File: config.mk
export PLATFORM = sky130hd
export DESIGN_NAME = tdma_slot_wheel_scheduler
export DESIGN_NICKNAME = d
export VERILOG_FILES = /design/src/hdl/tsw_pkg.sv /design/src/hdl/tdma_slot_wheel_scheduler.sv
export SDC_FILE = /design/constraint.sdc
export NUM_CORES = 2
export LEC_CHECK = 0
export BUFFER_PORTS_ARGS = -buffer_cell sky130_fd_sc_hd__buf_4
export CORE_MARGIN = 1
export CORE_UTILIZATION = 40
export CTS_CLUSTER_SIZE = 25
export DETAILED_ROUTE_END_ITERATION = 10
export SLEW_MARGIN = 20
export SYNTH_ARGS = -nofsm -noshare
export SYNTH_HDL_FRONTEND = slang
export SYNTH_SLANG_ARGS = --single-unit
File: constraint.sdc
create_clock -name clk -period 44.7 [get_ports clk]
set_input_delay 6.705 -clock clk [delete_from_list [all_inputs] [get_ports clk]]
set_output_delay 6.705 -clock clk [all_outputs]
set_load 0.005 [all_outputs]
File: src/hdl/tsw_pkg.sv
`default_nettype none
// ---------------------------------------------------------------------------
// tsw_pkg
// Shared types, codes and reset table for the TDMA slot wheel scheduler.
// ---------------------------------------------------------------------------
package tsw_pkg;

  localparam int SLOT_COUNT_DEF  = 16;
  localparam int EVENT_DEPTH_DEF = 1024;

  localparam logic [15:0] SYNC_PERIOD_RST = 16'd1000;
  localparam logic [1:0]  INITIAL_SYNCS   = 2'd3;
  localparam logic [7:0]  RESET_ENTRIES   = 8'd10;

  localparam int IN_DATA_W  = 16;
  localparam int IN_USER_W  = 2;
  localparam int OUT_DATA_W = 16;
  localparam int OBUF_DEPTH = 4;

  typedef enum logic [1:0] {
    KIND_TICK  = 2'd0,
    KIND_WRITE = 2'd1,
    KIND_POP   = 2'd2
  } kind_t;

  typedef enum logic [2:0] {
    ACT_NONE          = 3'd0,
    ACT_RX_START      = 3'd1,
    ACT_RX_STOP       = 3'd2,
    ACT_TX_START      = 3'd3,
    ACT_TX_STOP       = 3'd4,
    ACT_RX_STOP_TX_ST = 3'd5,
    ACT_TX_STOP_RX_ST = 3'd6
  } action_t;

  typedef enum logic [1:0] {
    MODE_IDLE = 2'd0,
    MODE_RX   = 2'd1,
    MODE_TX   = 2'd2,
    MODE_SYNC = 2'd3
  } mode_t;

  localparam logic EV_RX_START = 1'b0;
  localparam logic EV_TX_START = 1'b1;

  typedef struct packed {
    logic [2:0] action;
    logic [7:0] fire_time;
  } slot_entry_t;

  // Packed result item, sync_request in bit 0.
  typedef struct packed {
    logic       queue_overflow;
    logic       event_code;
    logic       event_valid;
    logic [3:0] current_slot;
    logic [1:0] mode;
    logic       tx_on;
    logic       rx_on;
    logic [2:0] fired_action;
    logic       action_fired;
    logic       sync_request;
  } out_item_t;

  // Power-up contents of a slot entry.
  function automatic slot_entry_t slot_reset_entry(input logic [7:0] idx);
    slot_entry_t e;
    e.fire_time = 8'd0;
    e.action    = ACT_NONE;
    if (idx < RESET_ENTRIES) begin
      e.fire_time = idx + 8'd1;
      e.action    = idx[0] ? ACT_RX_START : ACT_TX_START;
    end
    return e;
  endfunction

endpackage
`default_nettype wire

File: src/hdl/tdma_slot_wheel_scheduler.sv
`default_nettype none
// ---------------------------------------------------------------------------
// tdma_slot_wheel_scheduler
// Slot wheel stepped by timer ticks, with slot table writes and event pops.
// ---------------------------------------------------------------------------
// Takes one item per clock while in_tready is high. Each item produces one
// result item; it passes the slot table read, then the action, event queue
// access and event memory read, then the output buffer. Results wait in a
// 4-entry output buffer; in_tready drops only when four items are in flight
// or buffered. The slot table (one read per item, one write per slot write)
// and the event queue memory (one access per item) hold the wheel state;
// slot entries not yet written read as their power-up values. cfg_ready
// is always high; write sync_period only while idle.
// ---------------------------------------------------------------------------
module tdma_slot_wheel_scheduler #(
  parameter int SLOT_COUNT  = tsw_pkg::SLOT_COUNT_DEF,
  parameter int EVENT_DEPTH = tsw_pkg::EVENT_DEPTH_DEF
) (
  input  wire logic                           clk,
  input  wire logic                           rst_n,
  // input item
  input  wire logic                           in_tvalid,
  output logic                                in_tready,
  // [3:0] entry_index, [11:4] entry_time, [14:12] entry_action, [15] zero
  input  wire logic [tsw_pkg::IN_DATA_W-1:0]  in_tdata,
  // [1:0] kind
  input  wire logic [tsw_pkg::IN_USER_W-1:0]  in_tuser,
  // result item
  output logic                                out_tvalid,
  input  wire logic                           out_tready,
  // [0] sync_request, [1] action_fired, [4:2] fired_action, [5] rx_on,
  // [6] tx_on, [8:7] mode, [12:9] current_slot, [13] event_valid,
  // [14] event_code, [15] queue_overflow
  output logic [tsw_pkg::OUT_DATA_W-1:0]      out_tdata,
  // sync_period write
  input  wire logic                           cfg_valid,
  output logic                                cfg_ready,
  input  wire logic [15:0]                    cfg_data
);

  localparam int PTR_W  = $clog2(SLOT_COUNT);
  localparam int EV_AW  = $clog2(EVENT_DEPTH);
  localparam int EV_CW  = $clog2(EVENT_DEPTH + 1);
  localparam int OB_AW  = $clog2(tsw_pkg::OBUF_DEPTH);
  localparam int OB_CW  = $clog2(tsw_pkg::OBUF_DEPTH + 1);

  // ---------------- input decode ----------------
  logic       in_acc;
  logic [1:0] in_kind;
  logic [3:0] in_idx;
  logic [7:0] in_time;
  logic [2:0] in_act;
  logic       in_idx_ok;

  assign in_acc    = in_tvalid && in_tready;
  assign in_kind   = in_tuser[1:0];
  assign in_idx    = in_tdata[3:0];
  assign in_time   = in_tdata[11:4];
  assign in_act    = in_tdata[14:12];
  assign in_idx_ok = 10'(in_idx) < 10'(SLOT_COUNT);

  // ---------------- configuration ----------------
  logic [15:0] sync_period_r;

  assign cfg_ready = 1'b1;

  always_ff @(posedge clk) begin
    if (!rst_n) begin
      sync_period_r <= tsw_pkg::SYNC_PERIOD_RST;
    end else if (cfg_valid && cfg_ready) begin
      sync_period_r <= cfg_data;
    end
  end

  // ---------------- stage 0: counters, slot table access ----------------
  logic [15:0]      sync_cnt_r, sync_cnt_nxt;
  logic [1:0]       init_syncs_r, init_syncs_nxt;
  logic [7:0]       wheel_r, wheel_nxt, wheel_inc;
  logic [PTR_W-1:0] ptr_r, ptr_nxt, ptr_inc;
  logic [15:0]      sync_cnt_inc;
  logic             tick_sync;

  always_comb begin
    sync_cnt_inc   = sync_cnt_r + 16'd1;
    wheel_inc      = wheel_r + 8'd1;
    ptr_inc        = (ptr_r == PTR_W'(SLOT_COUNT - 1)) ? '0 : ptr_r + PTR_W'(1);
    tick_sync      = (init_syncs_r < tsw_pkg::INITIAL_SYNCS) ||
                     (sync_cnt_inc >= sync_period_r);
    sync_cnt_nxt   = sync_cnt_r;
    init_syncs_nxt = init_syncs_r;
    wheel_nxt      = wheel_r;
    ptr_nxt        = ptr_r;
    if (in_acc && in_kind == tsw_pkg::KIND_TICK) begin
      if (tick_sync) begin
        sync_cnt_nxt = '0;
        if (init_syncs_r < tsw_pkg::INITIAL_SYNCS) begin
          init_syncs_nxt = init_syncs_r + 2'd1;
        end
      end else begin
        sync_cnt_nxt = sync_cnt_inc;
        ptr_nxt      = ptr_inc;
        wheel_nxt    = (ptr_inc == '0) ? 8'd0 : wheel_inc;
      end
    end
  end

  always_ff @(posedge clk) begin
    if (!rst_n) begin
      sync_cnt_r   <= '0;
      init_syncs_r <= '0;
      wheel_r      <= '0;
      ptr_r        <= '0;
    end else begin
      sync_cnt_r   <= sync_cnt_nxt;
      init_syncs_r <= init_syncs_nxt;
      wheel_r      <= wheel_nxt;
      ptr_r        <= ptr_nxt;
    end
  end

  // slot table memory, valid bit per entry
  tsw_pkg::slot_entry_t slot_mem [SLOT_COUNT];
  logic [SLOT_COUNT-1:0] slot_vld_r;
  tsw_pkg::slot_entry_t slot_rd_r;
  logic                  slot_rd_vld_r;
  logic                  slot_we;

  assign slot_we = in_acc && in_kind == tsw_pkg::KIND_WRITE && in_idx_ok;

  always_ff @(posedge clk) begin
    if (slot_we) begin
      slot_mem[PTR_W'(in_idx)] <= {in_act, in_time};
    end
    if (in_acc) begin
      slot_rd_r     <= slot_mem[ptr_r];
      slot_rd_vld_r <= slot_vld_r[ptr_r];
    end
  end

  always_ff @(posedge clk) begin
    if (!rst_n) begin
      slot_vld_r <= '0;
    end else if (slot_we) begin
      slot_vld_r[PTR_W'(in_idx)] <= 1'b1;
    end
  end

  // stage 1 pipeline registers
  logic             s1_vld_r;
  logic [1:0]       s1_kind_r;
  logic             s1_sync_r;
  logic [7:0]       s1_wheel_r;
  logic [PTR_W-1:0] s1_rptr_r;
  logic [PTR_W-1:0] s1_slot_r;

  always_ff @(posedge clk) begin
    if (!rst_n) begin
      s1_vld_r <= 1'b0;
    end else begin
      s1_vld_r <= in_acc;
    end
  end

  always_ff @(posedge clk) begin
    if (in_acc) begin
      s1_kind_r  <= in_kind;
      s1_sync_r  <= tick_sync;
      s1_wheel_r <= wheel_inc;
      s1_rptr_r  <= ptr_r;
      s1_slot_r  <= ptr_nxt;
    end
  end

  // ---------------- stage 1: action, event queue ----------------
  tsw_pkg::slot_entry_t s1_entry;
  logic                 s1_tick, s1_step, s1_fire;
  logic                 rx_r, rx_nxt, tx_r, tx_nxt;
  logic [1:0]           mode_r, mode_nxt;
  logic                 push, push_code;
  logic                 pop;
  logic                 ev_full, ev_empty;
  logic [EV_AW-1:0]     ev_rp_r, ev_rp_nxt, ev_rp_inc;
  logic [EV_AW-1:0]     ev_wp_r, ev_wp_nxt, ev_wp_inc;
  logic [EV_CW-1:0]     ev_cnt_r, ev_cnt_nxt;
  logic                 s1_ovf;

  always_comb begin
    s1_entry  = slot_rd_vld_r ? slot_rd_r : tsw_pkg::slot_reset_entry(8'(s1_rptr_r));
    s1_tick   = s1_vld_r && s1_kind_r == tsw_pkg::KIND_TICK;
    s1_step   = s1_tick && !s1_sync_r;
    s1_fire   = s1_step && (s1_wheel_r == s1_entry.fire_time);
    rx_nxt    = rx_r;
    tx_nxt    = tx_r;
    mode_nxt  = mode_r;
    push      = 1'b0;
    push_code = tsw_pkg::EV_RX_START;
    if (s1_tick && s1_sync_r) begin
      mode_nxt = tsw_pkg::MODE_SYNC;
    end
    if (s1_fire) begin
      unique case (s1_entry.action)
        tsw_pkg::ACT_RX_START: begin
          rx_nxt = 1'b1; mode_nxt = tsw_pkg::MODE_RX;
          push = 1'b1; push_code = tsw_pkg::EV_RX_START;
        end
        tsw_pkg::ACT_RX_STOP: begin
          rx_nxt = 1'b0; mode_nxt = tsw_pkg::MODE_IDLE;
        end
        tsw_pkg::ACT_TX_START: begin
          tx_nxt = 1'b1; mode_nxt = tsw_pkg::MODE_TX;
          push = 1'b1; push_code = tsw_pkg::EV_TX_START;
        end
        tsw_pkg::ACT_TX_STOP: begin
          tx_nxt = 1'b0; mode_nxt = tsw_pkg::MODE_IDLE;
        end
        tsw_pkg::ACT_RX_STOP_TX_ST: begin
          rx_nxt = 1'b0; tx_nxt = 1'b1;
          push = 1'b1; push_code = tsw_pkg::EV_TX_START;
        end
        tsw_pkg::ACT_TX_STOP_RX_ST: begin
          tx_nxt = 1'b0; rx_nxt = 1'b1;
          push = 1'b1; push_code = tsw_pkg::EV_RX_START;
        end
        default: begin
        end
      endcase
    end

    ev_full   = ev_cnt_r == EV_CW'(EVENT_DEPTH);
    ev_empty  = ev_cnt_r == '0;
    ev_rp_inc = (ev_rp_r == EV_AW'(EVENT_DEPTH - 1)) ? '0 : ev_rp_r + EV_AW'(1);
    ev_wp_inc = (ev_wp_r == EV_AW'(EVENT_DEPTH - 1)) ? '0 : ev_wp_r + EV_AW'(1);
    pop       = s1_vld_r && s1_kind_r == tsw_pkg::KIND_POP && !ev_empty;
    s1_ovf    = push && ev_full;
    ev_rp_nxt = ev_rp_r;
    ev_wp_nxt = ev_wp_r;
    ev_cnt_nxt = ev_cnt_r;
    if (push) begin
      ev_wp_nxt = ev_wp_inc;
      if (ev_full) begin
        ev_rp_nxt = ev_rp_inc;
      end else begin
        ev_cnt_nxt = ev_cnt_r + EV_CW'(1);
      end
    end else if (pop) begin
      ev_rp_nxt  = ev_rp_inc;
      ev_cnt_nxt = ev_cnt_r - EV_CW'(1);
    end
  end

  always_ff @(posedge clk) begin
    if (!rst_n) begin
      rx_r     <= 1'b0;
      tx_r     <= 1'b0;
      mode_r   <= tsw_pkg::MODE_IDLE;
      ev_rp_r  <= '0;
      ev_wp_r  <= '0;
      ev_cnt_r <= '0;
    end else begin
      rx_r     <= rx_nxt;
      tx_r     <= tx_nxt;
      mode_r   <= mode_nxt;
      ev_rp_r  <= ev_rp_nxt;
      ev_wp_r  <= ev_wp_nxt;
      ev_cnt_r <= ev_cnt_nxt;
    end
  end

  // event queue memory
  logic ev_mem [EVENT_DEPTH];
  logic ev_rd_r;

  always_ff @(posedge clk) begin
    if (push) begin
      ev_mem[ev_wp_r] <= push_code;
    end
    if (pop) begin
      ev_rd_r <= ev_mem[ev_rp_r];
    end
  end

  // stage 2 registers
  logic       s2_vld_r;
  tsw_pkg::out_item_t s2_item_r, s2_item;

  always_ff @(posedge clk) begin
    if (!rst_n) begin
      s2_vld_r <= 1'b0;
    end else begin
      s2_vld_r <= s1_vld_r;
    end
  end

  always_ff @(posedge clk) begin
    if (s1_vld_r) begin
      s2_item_r.sync_request   <= s1_tick && s1_sync_r;
      s2_item_r.action_fired   <= s1_fire;
      s2_item_r.fired_action   <= s1_fire ? s1_entry.action : 3'd0;
      s2_item_r.rx_on          <= rx_nxt;
      s2_item_r.tx_on          <= tx_nxt;
      s2_item_r.mode           <= mode_nxt;
      s2_item_r.current_slot   <= 4'(s1_slot_r);
      s2_item_r.event_valid    <= pop;
      s2_item_r.event_code     <= 1'b0;
      s2_item_r.queue_overflow <= s1_ovf;
    end
  end

  always_comb begin
    s2_item            = s2_item_r;
    s2_item.event_code = s2_item_r.event_valid && ev_rd_r;
  end

  // ---------------- output buffer and credits ----------------
  tsw_pkg::out_item_t obuf [tsw_pkg::OBUF_DEPTH];
  logic [OB_AW-1:0] ob_head_r, ob_tail_r;
  logic [OB_CW-1:0] ob_cnt_r, ob_cnt_nxt;
  logic [OB_CW-1:0] credit_r, credit_nxt;
  logic             out_acc;

  assign out_acc    = out_tvalid && out_tready;
  assign out_tvalid = ob_cnt_r != '0;
  assign out_tdata  = obuf[ob_head_r];
  assign in_tready  = credit_r != OB_CW'(tsw_pkg::OBUF_DEPTH);

  always_comb begin
    ob_cnt_nxt = ob_cnt_r;
    credit_nxt = credit_r;
    if (s2_vld_r && !out_acc) begin
      ob_cnt_nxt = ob_cnt_r + OB_CW'(1);
    end else if (!s2_vld_r && out_acc) begin
      ob_cnt_nxt = ob_cnt_r - OB_CW'(1);
    end
    if (in_acc && !out_acc) begin
      credit_nxt = credit_r + OB_CW'(1);
    end else if (!in_acc && out_acc) begin
      credit_nxt = credit_r - OB_CW'(1);
    end
  end

  always_ff @(posedge clk) begin
    if (s2_vld_r) begin
      obuf[ob_tail_r] <= s2_item;
    end
  end

  always_ff @(posedge clk) begin
    if (!rst_n) begin
      ob_head_r <= '0;
      ob_tail_r <= '0;
      ob_cnt_r  <= '0;
      credit_r  <= '0;
    end else begin
      ob_cnt_r <= ob_cnt_nxt;
      credit_r <= credit_nxt;
      if (s2_vld_r) begin
        ob_tail_r <= ob_tail_r + OB_AW'(1);
      end
      if (out_acc) begin
        ob_head_r <= ob_head_r + OB_AW'(1);
      end
    end
  end

endmodule
`default_nettype wire

==> out/summary.txt <==
Pwr dens = 40.6 nW/um^2
Clock buffer count from CTS = 151
Number of routed nets with antenna violations = 0
Clk_lat worst skew = 0.78 ns
Clk buf depth = 3
Tmin final = 8.97 ns
Most used flip-flop cell after synthesis = edfxtp_1
Post_cts resized = 0
Synthesized cell area = 61,000 sq um
Register area = 41,600 sq um
Final Cycle Share = 0.201
Footprint of the multi-input gates = 18,000 sq um
Wire per inst = 24.6 um
First-pass GRT wire length = 225,000 um
CP startpoint kind = flip-flop
DR vias/cell = 5.63
Pleak = 17.9 nW
Initial DRC Count = 3,579
Via count = 34,960
GPL Wtd Cong = 0.801
IO Count = 58
Largest net degree at the start of global routing = 296
Arr. time, crit path = 2.26 ns
Reg2reg path depth = 11
Cts hold-fix bufs = 0
Fin Setup TNS = 0 ns
R2r endpoint = ev_rd_r
Reg-to-reg startpoint = ev_rp_r[0]
Worst-Margin Slew = 1.23 ns
Status = finished clean
Max frequency = 112 MHz
Worst vdd ir = 0.0360 mV
Wirelength, routed = 153,000 um
Vias in the first global route = 34,452
Worst Setup End Kind = output pin
Final core utilization = 0.453
Synthesized instance count = 4,130
Number of max-cap violations = 0
Start point of the worst hold path = s1_slot_r[2]
Final setup vio count = 0
Final Power = 2.77 mW
CP required = 37.99 ns
Fillcell total = 13,337
Final layout net count = 4,155
FFs w/ async S/R, synth = 0
Clk sinks = 1,422
Core area = 151,000 sq um
Post-synth cell types = 82
Clock root cell = clkbuf_16
RSZ-0062 raised after global routing = false
Worst-path clk slew = 0.06 ns
CP max-delay cell = dfxtp_1
Max-slew headroom = 0.180
Stages on the worst setup path = 2
Final Max Tran Viols = 0
Cell chain of the critical path = mux4_2 > buf_4
Pre-antenna DRT Iters = 5
Setup crit end = out_tdata[7]
Total grt overflow = 0
H-tree depth = 4
DR DRC count = 0
FF-to-FF setup slack = 38.57 ns
Setup CP Type = flip-flop to output pin
Hold Path Class = flip-flop to flip-flop
Hold Fails Final Rpt = 0
CTS tree = done
Synth top area share = 0.645
CP bufs+invs = 1
PortBufs = 55
Worst-path maximum fanout = 16
Avg Inst Size Synth = 14.8 sq um
Share of cells above drive strength 1 = 0.181
Yosys Warn Count = 0
Most frequent cells in the layout = edfxtp_1, nor2_1, mux4_2
Setup Buffers After CTS = 0
Number of flops mapped to enable cells by yosys = 1,311
Clock skew = 0.0458 ns
Effective utilization at floorplan = 0.405
CP top delay family = flip-flops
Area delta synth->final = 12.0%
Biggest area consumer among synthesized cells = edfxtp_1
Rows = 142
Net Count, Synth = 4,218
Final HPWL DP = 82,300 um
Sequential element share of the synthesized area = 0.682
Synth area leaders = edfxtp_1, mux4_2, nor2_1, dfxtp_1, clkbuf_1
Yosys reg bits = 1,422
Commonest non-fill, non-tap cell in the layout = edfxtp_1
Die area = 154,000 sq um
Die Wd = 392 um
Total track usage = 0.200
Die Span Y = 392 um
Max stage delay on crit path = 0.86 ns
Initial antenna violation count = 4
==> synthesized netlist by cell type, types with 16 or more instances <==
cell type  instances
edfxtp_1        1311
nor2_1          1095
mux4_2           314
clkbuf_1         267
nand2_1          134
dfxtp_1          111
mux2i_1           88
ha_1              46
inv_1             44
and2_1            39
nand3_1           39
a21oi_1           38
a22oi_1           35
nor2b_1           35
o21ai_0           33
xnor2_1           33
buf_2             32
a21boi_0          28
xor2_1            24
nor3_1            23
a221oi_1          22
a22o_1            21
o21a_1            21
a211oi_1          20
buf_1             18
buf_4             17
buf_6             16
nand3b_1          16
==> worst min path at each step <==
stage,to,slack [ns],cells past startpoint
6_report,s2_item[11],0.42,0
3_5_place_dp,s2_item[11],0.41,0
3_3_place_gp,s2_item[12],0.41,0
2_1_floorplan,s2_item[10],0.40,0
5_1_grt,s2_item[9],0.44,0
4_1_cts,s2_item[11],0.42,0
==> cell type report <==
class	count	share of cell area
inverter	44	0.00242
clock inverter	76	0.0132
timing repair buffer	134	0.0153
antenna	1	0.0000366
multi-input combinational	2314	0.263
clock buffer	206	0.0597
sequential	1422	0.609
tap	2016	0.0369
==> sequential cells by signal (all words and copies together) (netlist names), 3 cells and up, named ones only <==
| signal | cells |
|---|---|
| sync_period_r | 16 |
| sync_cnt_r | 16 |
| s1_wheel_r | 8 |
| credit_r | 3 |
| ev_mem | 1024 |
| ev_cnt_r | 11 |
| slot_mem | 176 |
| ev_rp_r | 10 |
| s1_slot_r | 4 |
| obuf | 64 |
| slot_vld_r | 16 |
| s2_item | 15 |
| wheel_r | 8 |
| ptr_r | 4 |
| ob_cnt_r | 3 |
| slot_rd_r | 11 |
| ev_wp_r | 10 |
| s1_rptr_r | 4 |
==> logic make-up (layout without fill, tap and decap cells) <==
| logic type | after synthesis | count (layout) | share of synthesized area |
|---|---|---|---|
| buf+inv | 394 | 460 | 0.0279 |
| fa+ha+maj | 49 | 49 | 0.0104 |
| flops | 1422 | 1422 | 0.682 |
| xor+xnor | 57 | 57 | 0.00819 |
| simple gates | 1472 | 1472 | 0.101 |
| mux | 410 | 410 | 0.132 |
| compound gates | 325 | 325 | 0.0388 |
| other cells | 1 | 2 | 0.0000615 |
==> stage by stage <==
stage	worst slack [ns]	hold WS [ns]	instance area (sq um)	std cells
floorplan	14.37	0.400	61000	4130
global placement	35.19	0.406	63200	5930
detailed placement	35.16	0.405	63200	5930
CTS	35.65	0.419	68200	6212
global route	35.64	0.439	68300	6212
finish	35.73	0.417	68300	6213
==> layer usage <==
| metal | up-vias | GRT usage | wire length [um] |
|---|---|---|---|
| met3 | 240 | 0.0320 | 11700 |
| met4 | 2 | 0.0599 | 4110 |
| met2 | 1322 | 0.323 | 72900 |
| met5 | - | 0 | 9 |
| li1 | 15252 | - | - |
| met1 | 18144 | 0.277 | 64100 |
==> power by group <==
part	internal (mW)	switching, mW	total (mW)
logic	0.0285	0.0318	0.0603
registers	1.45	0.00894	1.46
clock network	0.723	0.531	1.25
No activity file was read; power rests on OpenSTA's default activity.
